[src/gcbe_pkg.sv]
// shared types, constants and command structs of the character buffer editor
`timescale 1ns / 1ps

package gcbe_pkg;

  localparam int CAPACITY_DEF = 256;

  localparam int KIND_W   = 2;
  localparam int POS_W    = 10;
  localparam int CHAR_W   = 8;
  localparam int STAMP_W  = 48;
  localparam int STATUS_W = 3;
  localparam int EPOS_W   = 8;
  localparam int NLEN_W   = 9;

  localparam logic [CHAR_W-1:0] CHAR_LOW  = CHAR_W'(32);
  localparam logic [CHAR_W-1:0] CHAR_HIGH = CHAR_W'(127);

  typedef enum logic [KIND_W-1:0] {
    REQ_INSERT = 2'd0,
    REQ_REMOVE = 2'd1,
    REQ_READ   = 2'd2,
    REQ_NONE   = 2'd3
  } req_kind_t;

  typedef enum logic [STATUS_W-1:0] {
    ST_OK       = 3'd0,
    ST_BEYOND   = 3'd1,
    ST_NEGATIVE = 3'd2,
    ST_BADCHAR  = 3'd3,
    ST_FULL     = 3'd4
  } edit_status_t;

  typedef enum logic [2:0] {
    S_IDLE,
    S_CHECK,
    S_SHIFT,
    S_PLACE,
    S_FETCH,
    S_RESP
  } ctrl_state_t;

  typedef struct packed {
    logic load;
    logic setup;
    logic shift;
    logic place;
    logic fetch;
    logic finish;
  } dp_cmd_t;

  typedef struct packed {
    req_kind_t kind;
    logic      ok;
    logic      shift_done;
    logic      out_free;
  } dp_sts_t;

endpackage

[src/gcbe_if.sv]
// valid/ready channel interfaces for requests and results
`timescale 1ns / 1ps

interface gcbe_req_if;
  logic                                valid;
  logic                                ready;
  logic [gcbe_pkg::KIND_W-1:0]         req_type;
  logic signed [gcbe_pkg::POS_W-1:0]   position;
  logic [gcbe_pkg::CHAR_W-1:0]         new_char;
  logic [gcbe_pkg::STAMP_W-1:0]        now_seconds;

  modport source (output valid, req_type, position, new_char, now_seconds, input ready);
  modport sink (input valid, req_type, position, new_char, now_seconds, output ready);
endinterface

interface gcbe_rsp_if;
  logic                            valid;
  logic                            ready;
  logic [gcbe_pkg::STATUS_W-1:0]   status;
  logic [gcbe_pkg::KIND_W-1:0]     edit_kind;
  logic [gcbe_pkg::EPOS_W-1:0]     edited_position;
  logic [gcbe_pkg::CHAR_W-1:0]     char_out;
  logic [gcbe_pkg::STAMP_W-1:0]    stamp_out;
  logic [gcbe_pkg::NLEN_W-1:0]     new_length;

  modport source (output valid, status, edit_kind, edited_position, char_out, stamp_out,
                  new_length, input ready);
  modport sink (input valid, status, edit_kind, edited_position, char_out, stamp_out,
                new_length, output ready);
endinterface

[src/gapless_char_buffer_editor_unit.sv]
// top level of the gap-free character buffer editor
`timescale 1ns / 1ps

// Holds up to CAPACITY printable characters packed from slot 0 plus the current
// length, and serves one request transaction at a time: insert, remove or read
// at a zero-based position, each answered by one result transaction carrying
// status, kind, position, character, time stamp and the new length. A request
// with code 3 is dropped without a result. An insert or remove runs a shift
// walk over the characters at or behind the position, which moves one character
// per cycle through the single-write-port store, and every answered request
// also waits while the result register has not drained. Store slots at or
// above the length are never read, so the store needs no clearing pass after
// reset. A finished result waits in the output register while the next request
// is taken.
module gapless_char_buffer_editor_unit #(
  parameter int CAPACITY = gcbe_pkg::CAPACITY_DEF
) (
  input logic        clk,
  input logic        rst_n,
  gcbe_req_if.sink   in_chan,
  gcbe_rsp_if.source out_chan
);

  gcbe_pkg::dp_cmd_t cmd;
  gcbe_pkg::dp_sts_t sts;

  gcbe_ctrl u_ctrl (
    .clk      (clk),
    .rst_n    (rst_n),
    .in_valid (in_chan.valid),
    .in_ready (in_chan.ready),
    .sts      (sts),
    .cmd      (cmd)
  );

  gcbe_dp #(
    .CAPACITY (CAPACITY)
  ) u_dp (
    .clk                 (clk),
    .rst_n               (rst_n),
    .cmd                 (cmd),
    .sts                 (sts),
    .in_req_type         (in_chan.req_type),
    .in_position         (in_chan.position),
    .in_new_char         (in_chan.new_char),
    .in_now_seconds      (in_chan.now_seconds),
    .out_valid           (out_chan.valid),
    .out_ready           (out_chan.ready),
    .out_status          (out_chan.status),
    .out_edit_kind       (out_chan.edit_kind),
    .out_edited_position (out_chan.edited_position),
    .out_char_out        (out_chan.char_out),
    .out_stamp_out       (out_chan.stamp_out),
    .out_new_length      (out_chan.new_length)
  );

endmodule

[src/gcbe_ctrl.sv]
// controller state machine sequencing checks, shift walk, placement and result
`timescale 1ns / 1ps

module gcbe_ctrl (
  input  logic              clk,
  input  logic              rst_n,
  input  logic              in_valid,
  output logic              in_ready,
  input  gcbe_pkg::dp_sts_t sts,
  output gcbe_pkg::dp_cmd_t cmd
);

  gcbe_pkg::ctrl_state_t state_r, state_nxt;

  always_ff @(posedge clk) begin
    if (!rst_n) begin
      state_r <= gcbe_pkg::S_IDLE;
    end else begin
      state_r <= state_nxt;
    end
  end

  always_comb begin
    state_nxt = state_r;
    unique case (state_r)
      gcbe_pkg::S_IDLE: begin
        if (in_valid) begin
          state_nxt = gcbe_pkg::S_CHECK;
        end
      end
      gcbe_pkg::S_CHECK: begin
        priority if (sts.kind == gcbe_pkg::REQ_NONE) begin
          state_nxt = gcbe_pkg::S_IDLE;
        end else if (!sts.ok) begin
          state_nxt = gcbe_pkg::S_RESP;
        end else if (sts.kind == gcbe_pkg::REQ_READ) begin
          state_nxt = gcbe_pkg::S_FETCH;
        end else begin
          state_nxt = gcbe_pkg::S_SHIFT;
        end
      end
      gcbe_pkg::S_SHIFT: begin
        if (sts.shift_done) begin
          state_nxt = (sts.kind == gcbe_pkg::REQ_INSERT) ? gcbe_pkg::S_PLACE
                                                         : gcbe_pkg::S_RESP;
        end
      end
      gcbe_pkg::S_PLACE: state_nxt = gcbe_pkg::S_RESP;
      gcbe_pkg::S_FETCH: state_nxt = gcbe_pkg::S_RESP;
      gcbe_pkg::S_RESP: begin
        if (sts.out_free) begin
          state_nxt = gcbe_pkg::S_IDLE;
        end
      end
      default: state_nxt = gcbe_pkg::S_IDLE;
    endcase
  end

  always_comb begin
    cmd      = '0;
    in_ready = 1'b0;
    unique case (state_r)
      gcbe_pkg::S_IDLE: begin
        in_ready = 1'b1;
        cmd.load = in_valid;
      end
      gcbe_pkg::S_CHECK: cmd.setup  = 1'b1;
      gcbe_pkg::S_SHIFT: cmd.shift  = 1'b1;
      gcbe_pkg::S_PLACE: cmd.place  = 1'b1;
      gcbe_pkg::S_FETCH: cmd.fetch  = 1'b1;
      gcbe_pkg::S_RESP:  cmd.finish = sts.out_free;
      default: cmd = '0;
    endcase
  end

endmodule

[src/gcbe_dp.sv]
// datapath: request registers, checks, character store, shift walk and result register
`timescale 1ns / 1ps

module gcbe_dp #(
  parameter int CAPACITY = gcbe_pkg::CAPACITY_DEF
) (
  input  logic                                clk,
  input  logic                                rst_n,
  input  gcbe_pkg::dp_cmd_t                   cmd,
  output gcbe_pkg::dp_sts_t                   sts,
  input  logic [gcbe_pkg::KIND_W-1:0]         in_req_type,
  input  logic signed [gcbe_pkg::POS_W-1:0]   in_position,
  input  logic [gcbe_pkg::CHAR_W-1:0]         in_new_char,
  input  logic [gcbe_pkg::STAMP_W-1:0]        in_now_seconds,
  output logic                                out_valid,
  input  logic                                out_ready,
  output logic [gcbe_pkg::STATUS_W-1:0]       out_status,
  output logic [gcbe_pkg::KIND_W-1:0]         out_edit_kind,
  output logic [gcbe_pkg::EPOS_W-1:0]         out_edited_position,
  output logic [gcbe_pkg::CHAR_W-1:0]         out_char_out,
  output logic [gcbe_pkg::STAMP_W-1:0]        out_stamp_out,
  output logic [gcbe_pkg::NLEN_W-1:0]         out_new_length
);

  localparam int AW = $clog2(CAPACITY);
  localparam int LW = $clog2(CAPACITY + 1);
  localparam int CW = ((LW > gcbe_pkg::POS_W) ? LW : gcbe_pkg::POS_W) + 1;
  localparam logic [LW-1:0] LEN_FULL = LW'(CAPACITY);

  gcbe_pkg::req_kind_t                kind_r;
  logic signed [gcbe_pkg::POS_W-1:0]  pos_r;
  logic [gcbe_pkg::CHAR_W-1:0]        ch_r;
  logic [gcbe_pkg::STAMP_W-1:0]       now_r;
  logic [LW-1:0]                      len_r;

  logic [gcbe_pkg::CHAR_W-1:0]        mem [CAPACITY];
  logic [gcbe_pkg::CHAR_W-1:0]        rd_data_r;
  logic [AW-1:0]                      rd_addr_r;
  logic [AW-1:0]                      wr_addr_r;
  logic [LW-1:0]                      rd_left_r;
  logic                               wr_pend_r;

  logic                               out_valid_r;
  logic [gcbe_pkg::STATUS_W-1:0]      status_r;
  logic [gcbe_pkg::KIND_W-1:0]        edit_kind_r;
  logic [gcbe_pkg::EPOS_W-1:0]        epos_r;
  logic [gcbe_pkg::CHAR_W-1:0]        char_r;
  logic [gcbe_pkg::STAMP_W-1:0]       stamp_r;
  logic [gcbe_pkg::NLEN_W-1:0]        nlen_r;

  logic signed [CW-1:0]               pos_x;
  logic signed [CW-1:0]               len_x;
  logic [LW-1:0]                      where_l;
  logic [AW-1:0]                      where_a;
  gcbe_pkg::edit_status_t             status;
  logic                               ok;
  logic [LW-1:0]                      len_new;
  logic [CW-1:0]                      len_new_x;
  logic                               mem_we;
  logic [AW-1:0]                      mem_waddr;
  logic [gcbe_pkg::CHAR_W-1:0]        mem_wdata;
  logic                               mem_re;

  assign pos_x   = {{(CW - gcbe_pkg::POS_W){pos_r[gcbe_pkg::POS_W-1]}}, pos_r};
  assign len_x   = $signed({{(CW - LW){1'b0}}, len_r});
  assign where_l = pos_x[LW-1:0];
  assign where_a = pos_x[AW-1:0];

  always_comb begin
    status = gcbe_pkg::ST_OK;
    if (kind_r == gcbe_pkg::REQ_INSERT) begin
      priority if (pos_x > len_x) begin
        status = gcbe_pkg::ST_BEYOND;
      end else if (pos_x < 0) begin
        status = gcbe_pkg::ST_NEGATIVE;
      end else if (ch_r < gcbe_pkg::CHAR_LOW || ch_r > gcbe_pkg::CHAR_HIGH) begin
        status = gcbe_pkg::ST_BADCHAR;
      end else if (len_r >= LEN_FULL) begin
        status = gcbe_pkg::ST_FULL;
      end else begin
        status = gcbe_pkg::ST_OK;
      end
    end else begin
      priority if (pos_x >= len_x) begin
        status = gcbe_pkg::ST_BEYOND;
      end else if (pos_x < 0) begin
        status = gcbe_pkg::ST_NEGATIVE;
      end else begin
        status = gcbe_pkg::ST_OK;
      end
    end
  end

  assign ok = (status == gcbe_pkg::ST_OK);

  always_comb begin
    len_new = len_r;
    if (ok && kind_r == gcbe_pkg::REQ_INSERT) begin
      len_new = len_r + LW'(1);
    end else if (ok && kind_r == gcbe_pkg::REQ_REMOVE) begin
      len_new = len_r - LW'(1);
    end
  end

  assign len_new_x = {{(CW - LW){1'b0}}, len_new};

  // store write port: shifted entry during the walk, new character at placement
  always_comb begin
    mem_we    = 1'b0;
    mem_waddr = wr_addr_r;
    mem_wdata = rd_data_r;
    if (cmd.place) begin
      mem_we    = 1'b1;
      mem_waddr = where_a;
      mem_wdata = ch_r;
    end else if (cmd.shift && wr_pend_r) begin
      mem_we = 1'b1;
    end
  end

  assign mem_re = (cmd.shift && rd_left_r != '0) || cmd.fetch;

  always_ff @(posedge clk) begin
    if (mem_we) begin
      mem[mem_waddr] <= mem_wdata;
    end
    if (mem_re) begin
      rd_data_r <= mem[rd_addr_r];
    end
  end

  always_ff @(posedge clk) begin
    if (cmd.load) begin
      kind_r <= gcbe_pkg::req_kind_t'(in_req_type);
      pos_r  <= in_position;
      ch_r   <= in_new_char;
      now_r  <= in_now_seconds;
    end
  end

  // shift walk: one read and one write per cycle, the write taking the registered read data
  always_ff @(posedge clk) begin
    if (!rst_n) begin
      rd_left_r <= '0;
      wr_pend_r <= 1'b0;
    end else if (cmd.setup) begin
      wr_pend_r <= 1'b0;
      unique case (kind_r)
        gcbe_pkg::REQ_INSERT: begin
          rd_addr_r <= AW'(len_r - LW'(1));
          rd_left_r <= len_r - where_l;
        end
        gcbe_pkg::REQ_REMOVE: begin
          rd_addr_r <= AW'(where_l + LW'(1));
          rd_left_r <= len_r - where_l - LW'(1);
        end
        default: begin
          rd_addr_r <= where_a;
          rd_left_r <= '0;
        end
      endcase
    end else if (cmd.shift) begin
      if (rd_left_r != '0) begin
        rd_left_r <= rd_left_r - LW'(1);
        wr_pend_r <= 1'b1;
        if (kind_r == gcbe_pkg::REQ_INSERT) begin
          wr_addr_r <= rd_addr_r + AW'(1);
          rd_addr_r <= rd_addr_r - AW'(1);
        end else begin
          wr_addr_r <= rd_addr_r - AW'(1);
          rd_addr_r <= rd_addr_r + AW'(1);
        end
      end else begin
        wr_pend_r <= 1'b0;
      end
    end
  end

  always_ff @(posedge clk) begin
    if (!rst_n) begin
      len_r       <= '0;
      out_valid_r <= 1'b0;
    end else if (cmd.finish) begin
      len_r       <= len_new;
      out_valid_r <= 1'b1;
    end else if (out_ready) begin
      out_valid_r <= 1'b0;
    end
  end

  always_ff @(posedge clk) begin
    if (cmd.finish) begin
      status_r    <= status;
      edit_kind_r <= kind_r;
      nlen_r      <= len_new_x[gcbe_pkg::NLEN_W-1:0];
      epos_r      <= ok ? pos_x[gcbe_pkg::EPOS_W-1:0] : '0;
      char_r      <= '0;
      stamp_r     <= '0;
      if (ok) begin
        unique case (kind_r)
          gcbe_pkg::REQ_INSERT: begin
            char_r  <= ch_r;
            stamp_r <= now_r;
          end
          gcbe_pkg::REQ_REMOVE: stamp_r <= now_r;
          gcbe_pkg::REQ_READ:   char_r  <= rd_data_r;
          default: char_r <= '0;
        endcase
      end
    end
  end

  assign sts.kind       = kind_r;
  assign sts.ok         = ok;
  assign sts.shift_done = (rd_left_r == '0) && !wr_pend_r;
  assign sts.out_free   = !out_valid_r || out_ready;

  assign out_valid           = out_valid_r;
  assign out_status          = status_r;
  assign out_edit_kind       = edit_kind_r;
  assign out_edited_position = epos_r;
  assign out_char_out        = char_r;
  assign out_stamp_out       = stamp_r;
  assign out_new_length      = nlen_r;

endmodule

[src/flat_wrapper.sv]
// flat-port wrapper written by rule: the top's interface ports become plain ports
module gapless_char_buffer_editor_unit_flat 
#(
  parameter int CAPACITY = gcbe_pkg::CAPACITY_DEF
)
  (clk, rst_n, in_chan_valid, in_chan_req_type, in_chan_position, in_chan_new_char, in_chan_now_seconds, in_chan_ready, out_chan_valid, out_chan_status, out_chan_edit_kind, out_chan_edited_position, out_chan_char_out, out_chan_stamp_out, out_chan_new_length, out_chan_ready);
  gcbe_req_if in_chan_i ();
  gcbe_rsp_if out_chan_i ();
  input logic clk;
  input logic rst_n;
  input wire logic [$bits(in_chan_i.valid)-1:0] in_chan_valid;
  input wire logic [$bits(in_chan_i.req_type)-1:0] in_chan_req_type;
  input wire logic [$bits(in_chan_i.position)-1:0] in_chan_position;
  input wire logic [$bits(in_chan_i.new_char)-1:0] in_chan_new_char;
  input wire logic [$bits(in_chan_i.now_seconds)-1:0] in_chan_now_seconds;
  output wire logic [$bits(in_chan_i.ready)-1:0] in_chan_ready;
  output wire logic [$bits(out_chan_i.valid)-1:0] out_chan_valid;
  output wire logic [$bits(out_chan_i.status)-1:0] out_chan_status;
  output wire logic [$bits(out_chan_i.edit_kind)-1:0] out_chan_edit_kind;
  output wire logic [$bits(out_chan_i.edited_position)-1:0] out_chan_edited_position;
  output wire logic [$bits(out_chan_i.char_out)-1:0] out_chan_char_out;
  output wire logic [$bits(out_chan_i.stamp_out)-1:0] out_chan_stamp_out;
  output wire logic [$bits(out_chan_i.new_length)-1:0] out_chan_new_length;
  input wire logic [$bits(out_chan_i.ready)-1:0] out_chan_ready;
  assign in_chan_i.valid = in_chan_valid;
  assign in_chan_i.req_type = in_chan_req_type;
  assign in_chan_i.position = in_chan_position;
  assign in_chan_i.new_char = in_chan_new_char;
  assign in_chan_i.now_seconds = in_chan_now_seconds;
  assign in_chan_ready = in_chan_i.ready;
  assign out_chan_valid = out_chan_i.valid;
  assign out_chan_status = out_chan_i.status;
  assign out_chan_edit_kind = out_chan_i.edit_kind;
  assign out_chan_edited_position = out_chan_i.edited_position;
  assign out_chan_char_out = out_chan_i.char_out;
  assign out_chan_stamp_out = out_chan_i.stamp_out;
  assign out_chan_new_length = out_chan_i.new_length;
  assign out_chan_i.ready = out_chan_ready;
  gapless_char_buffer_editor_unit #(.CAPACITY(CAPACITY)) u_core (.clk(clk), .rst_n(rst_n), .in_chan(in_chan_i), .out_chan(out_chan_i));
endmodule
[config.mk]
export PLATFORM = sky130hd
export DESIGN_NAME = gapless_char_buffer_editor_unit_flat
export DESIGN_NICKNAME = d
export VERILOG_FILES = /design/src/gcbe_pkg.sv /design/src/gcbe_if.sv /design/src/gapless_char_buffer_editor_unit.sv /design/src/gcbe_ctrl.sv /design/src/gcbe_dp.sv /design/src/flat_wrapper.sv
export SDC_FILE = /design/constraint.sdc
export NUM_CORES = 2
export LEC_CHECK = 0
export ABC_AREA = 1
export BUFFER_PORTS_ARGS = -buffer_cell sky130_fd_sc_hd__buf_2
export CELL_PAD_IN_SITES_DETAIL_PLACEMENT = 1
export CELL_PAD_IN_SITES_GLOBAL_PLACEMENT = 2
export CORE_ASPECT_RATIO = 1.2
export CORE_MARGIN = 3
export CORE_UTILIZATION = 44
export DETAILED_ROUTE_END_ITERATION = 10
export GPL_TIMING_DRIVEN = 0
export PLACE_DENSITY_LB_ADDON = 0.12
export REMOVE_ABC_BUFFERS = 1
export SETUP_SLACK_MARGIN = 0.4
export SLEW_MARGIN = 40
export SYNTH_ARGS = -nofsm -noshare
export SYNTH_HDL_FRONTEND = slang
export SYNTH_HIERARCHICAL = 1
export SYNTH_SLANG_ARGS = --single-unit
[constraint.sdc]
create_clock -name clk -period 17.5 [get_ports clk]
set_input_delay 2.625 -clock clk [delete_from_list [all_inputs] [get_ports clk]]
set_output_delay 2.625 -clock clk [all_outputs]
set_load 0.01 [all_outputs]
==> implementation parameters <==
Parameter                              Value

Status
  Run status ... finished, final reports clean

Synth
  Area contributors post-synth ... sky130_fd_sc_hd__edfxtp_1 74%, sky130_fd_sc_hd__nor2_1 6.7%, sky130_fd_sc_hd__o21ai_0 6.1%
  Share of the yosys chip area belonging to registers ... 74.50%
  Top_reg_cell synth ... sky130_fd_sc_hd__edfxtp_1
  EDFF count, synth ... 2218
  Cell type with the highest aggregate area in the netlist ... sky130_fd_sc_hd__edfxtp_1
  Synth Register Bits ... 2241
  Cell count after synthesis ... 7234
  Number of warnings issued by yosys ... 6
  Share of the synthesized area in the top cell type ... 73.99%
  Mean cell area of the mapped netlist ... 12.44 um^2
  Post-synthesis async set-or-reset flop share ... 0%
  Count of different cell masters after synthesis ... 51
  Cell area after technology mapping ... 90020 um^2

Clocking
  Number of buffers on the longest clock path ... 3
  CTS tree ... yes
  Clock transition time at the flip-flop clock pins of the worst setup and hold paths ... 0.06 ns
  Hold-fix buffer count after cts ... 0
  Count of instances resized after the clock tree is built ... 0
  TritonCTS buffer count ... 225
  # H-tree levels ... 4
  Total clock sinks ... 2241
  Clock Latency Late Sink ... 0.88 ns
  Number of buffers added for setup after CTS ... 0
  Clk root buf ... sky130_fd_sc_hd__clkbuf_16

Setup path
  Worst Path Required ... 18.19 ns
  Crit path capture type ... register
  Kind of critical path ... reg -> reg
  Worst EP arrival ... 6.56 ns
  Setup slack of the worst register-to-register path ... 11.63 ns
  Endpoint of the most critical register-to-register path ... u_core/u_dp/rd_data_r[5]
  Destination of the critical timing path ... u_core/u_dp/rd_data_r[5]
  Worst reg2reg startpoint ... u_core/u_dp/rd_addr_r[0]
  Max Fanout on Critical Path ... 131
  Type of origin of the critical path ... register
  Worst r2r path cells ... 22
  Worst setup path startpoint ... u_core/u_dp/rd_addr_r[0]

Timing
  Minimum setup slack in the final design ... 11.63 ns
  Slew at the pin closest to its max-slew limit ... 0.9324 ns
  Final clock skew ... 0.03218 ns
  Relative slew margins ... 37.77%
  Period Utilization, post-route ... 33.53%
  Time the worst path needs with I/O delays and setup ... 5.868 ns
  Post-Route Setup TNS ... 0 ns
  Setup repair after global routing missed its margin ... false
  Number of endpoints with negative hold slack in the final report ... 0
  Final Max Tran Viols ... 0
  Maximum operating frequency ... 0.1704 GHz
  Setup violation total in the final timing report ... 0

Layout
  Filler instances ... 20236
  Area delta synth->final ... 16.84%
  Final std cell area, no fill ... 105200 um^2
  Fraction of final layout cells sized beyond drive strength 1 ... 14.70%
  Number of non-filler instances in the completed layout ... 10344
  Layout Nets ... 7608

Global route
  Total gr overflow ... 0
  Maximum number of pins on one net before global-route repair ... 143
  First-pass GRT wire length ... 403.2 mm
  Global routing usage summed across all routing layers ... 25.86%
  Initial antenna violation count ... 2
  Via count of the first global-routing pass ... 61227

Hold path
  Hold depth ... 2
  Class of the tightest hold or removal check ... reg -> reg
  Hold_sp ... u_core/u_dp/out_valid

Run
  Maximum capacitance violations ... 0

Pwr
  Largest vdd supply drop ... 0.0001168 V
  Power per cell area ... 118.9 nW/um^2
  Static power due to leakage ... 34.89 nW
  Total power ... 12.50 mW

Route
  Overall routed net length ... 273.8 mm
  Routed len/inst ... 26.47 um
  Via Count ... 59118
  Drt initial violations ... 4640
  Post-route antenna net violation count ... 0
  Pre-Repair DR Iteration Count ... 5
  Count of unresolved DRC violations after routing ... 0
  Drt via density ... 5.715

Die
  Full die area ... 210100 um^2
  Die Ht ... 501.5 um
  Number of I/O pins ... 152
  Floorplan core area ... 203100 um^2
  Number of rows in the core area ... 181
  Initial standard-cell utilization of the core ... 44.31%
  X dimension of the die ... 418.9 um

Placed design
  Placement-stage worst setup slack ... 11.82 ns
  # port buffers ... 151
  Number of instances in the placed design ... 9937
  Weighted congestion at the end of routability-driven global placement ... 0.8100
  Total cell area at the placement stage ... 98150 um^2
  Detailed-placement wirelength estimate ... 185.5 mm
[cell usage in the layout (no fill, tap or decap), types with 10 or more instances in the layout]
| cell | instances |
|---|---|
| sky130_fd_sc_hd__edfxtp_1 | 2218 |
| sky130_fd_sc_hd__o22ai_1 | 433 |
| sky130_fd_sc_hd__xor2_1 | 30 |
| sky130_fd_sc_hd__o21ai_0 | 1093 |
| sky130_fd_sc_hd__bufinv_16 | 16 |
| sky130_fd_sc_hd__and2_1 | 10 |
| sky130_fd_sc_hd__clkinvlp_4 | 10 |
| sky130_fd_sc_hd__buf_6 | 113 |
| sky130_fd_sc_hd__o21ai_1 | 67 |
| sky130_fd_sc_hd__clkbuf_16 | 229 |
| sky130_fd_sc_hd__clkbuf_1 | 57 |
| sky130_fd_sc_hd__buf_16 | 60 |
| sky130_fd_sc_hd__a21oi_1 | 114 |
| sky130_fd_sc_hd__nor2_1 | 1350 |
| sky130_fd_sc_hd__buf_8 | 130 |
| sky130_fd_sc_hd__dfxtp_1 | 23 |
| sky130_fd_sc_hd__buf_4 | 24 |
| sky130_fd_sc_hd__clkinv_2 | 28 |
| sky130_fd_sc_hd__clkinv_1 | 60 |
| sky130_fd_sc_hd__nand2_2 | 21 |
| sky130_fd_sc_hd__nand2_4 | 10 |
| sky130_fd_sc_hd__nand4_1 | 76 |
| sky130_fd_sc_hd__nor2_2 | 242 |
| sky130_fd_sc_hd__nor2_4 | 10 |
| sky130_fd_sc_hd__nand3_1 | 143 |
| sky130_fd_sc_hd__nand2_1 | 661 |
| sky130_fd_sc_hd__ha_1 | 24 |
| sky130_fd_sc_hd__inv_1 | 151 |
| sky130_fd_sc_hd__buf_2 | 186 |
[registers in the layout (all words and copies together), names as in the netlist, 9 cells and up]
name	flops
u_core/u_dp/out_stamp_out	48
u_core/u_dp/len_r	9
u_core/u_dp/rd_left_r	9
u_core/u_dp/mem	2048
u_core/u_dp/out_new_length	9
u_core/u_dp/now_r	48
u_core/u_dp/pos_r	10
[through the flow]
step	util, %	hold WS [ns]
floorplan	-	0.4572
global placement	45.23	0.4824
detailed placement	48.32	0.4851
CTS	51.76	0.4952
global route	51.78	0.5154
finish	51.78	0.4946
[metal layers]
metal	global-route usage, %	vias to the layer above	wire [um]
li1	-	26743	-
met1	33.54	30699	115100
met2	44.50	1273	137300
met3	3.496	403	11770
met4	9.201	0	9655
met5	0	-	0
[logic make-up after synthesis]
logic type               after synthesis  synth area share, %
buffers and inverters                640                3.173
AND/OR/NAND/NOR                     2546                11.21
flip-flops                          2241                74.50
adder cells (fa/ha/maj)               25               0.3558
AO/OA/AOI/OAI                       1744                10.40
XOR/XNOR                              38               0.3697
[power by group]
group          internal (mW)  switching [mW]  total [mW]
logic                  0.563            1.23        1.79
registers               6.04          0.0311        6.07
clock network           2.62            2.02        4.64
total                   9.22            3.28        12.5
[worst min path at each step]
stage	endpoint	slack (ns)
after floorplan	u_core/u_dp/wr_pend_r	0.46
after global placement	u_core/u_dp/wr_pend_r	0.48
after CTS	u_core/u_dp/wr_pend_r	0.50
after detailed placement	u_core/u_dp/wr_pend_r	0.49
final	u_core/u_dp/out_valid	0.49
after global routing	u_core/u_dp/wr_pend_r	0.52
[cells in the mapped netlist, types with 7 or more instances]
| cell type | instances |
|---|---|
| sky130_fd_sc_hd__edfxtp_1 | 2218 |
| sky130_fd_sc_hd__nor2_1 | 1597 |
| sky130_fd_sc_hd__o21ai_0 | 1102 |
| sky130_fd_sc_hd__nand2_1 | 686 |
| sky130_fd_sc_hd__o22ai_1 | 433 |
| sky130_fd_sc_hd__clkbuf_1 | 261 |
| sky130_fd_sc_hd__inv_1 | 156 |
| sky130_fd_sc_hd__buf_2 | 154 |
| sky130_fd_sc_hd__nand3_1 | 143 |
| sky130_fd_sc_hd__a21oi_1 | 114 |
| sky130_fd_sc_hd__nand4_1 | 76 |
| sky130_fd_sc_hd__o21ai_1 | 66 |
| sky130_fd_sc_hd__xor2_1 | 30 |
| sky130_fd_sc_hd__ha_1 | 24 |
| sky130_fd_sc_hd__buf_6 | 23 |
| sky130_fd_sc_hd__dfxtp_1 | 23 |
| sky130_fd_sc_hd__buf_4 | 20 |
| sky130_fd_sc_hd__buf_1 | 13 |
| sky130_fd_sc_hd__and2_1 | 10 |
| sky130_fd_sc_hd__a22o_1 | 9 |
| sky130_fd_sc_hd__nor3_1 | 8 |
| sky130_fd_sc_hd__xnor2_1 | 8 |
| sky130_fd_sc_hd__inv_2 | 7 |
[final cells by class]
cell class | count | area (um^2) | area share [%]
Clock buffer | 287 | 5958 | 5.665
Clock inverter | 118 | 1037 | 0.9861
Multi-Input combinational cell | 4353 | 20970 | 19.93
Tap cell | 2653 | 3319 | 3.156
Timing Repair Buffer | 522 | 6167 | 5.863
Inverter | 168 | 664.4 | 0.6317
Antenna cell | 2 | 5.005 | 0.004758
Sequential cell | 2241 | 67060 | 63.76
[critical path, cell delays in order, from the launching register on]
cell and delay [ns]:
sky130_fd_sc_hd__edfxtp_1 0.39, sky130_fd_sc_hd__buf_6 0.18, sky130_fd_sc_hd__buf_6 0.17, sky130_fd_sc_hd__buf_6 0.17, sky130_fd_sc_hd__buf_8 0.16, sky130_fd_sc_hd__buf_6 0.17
sky130_fd_sc_hd__buf_6 0.17, sky130_fd_sc_hd__buf_6 0.16, sky130_fd_sc_hd__buf_6 0.15, sky130_fd_sc_hd__inv_16 0.18, sky130_fd_sc_hd__buf_16 0.34, sky130_fd_sc_hd__buf_16 0.45
sky130_fd_sc_hd__buf_16 0.34, sky130_fd_sc_hd__buf_16 0.32, sky130_fd_sc_hd__o21ai_0 0.18, sky130_fd_sc_hd__o21ai_0 0.11, sky130_fd_sc_hd__nand2_1 0.10, sky130_fd_sc_hd__nand4_1 0.16
sky130_fd_sc_hd__and2_1 0.37, sky130_fd_sc_hd__nor2_1 0.11, sky130_fd_sc_hd__nand3_1 0.21, sky130_fd_sc_hd__nand3_1 0.33, sky130_fd_sc_hd__nand2_1 0.25
Note: power is estimated with default switching activity, not from simulation.
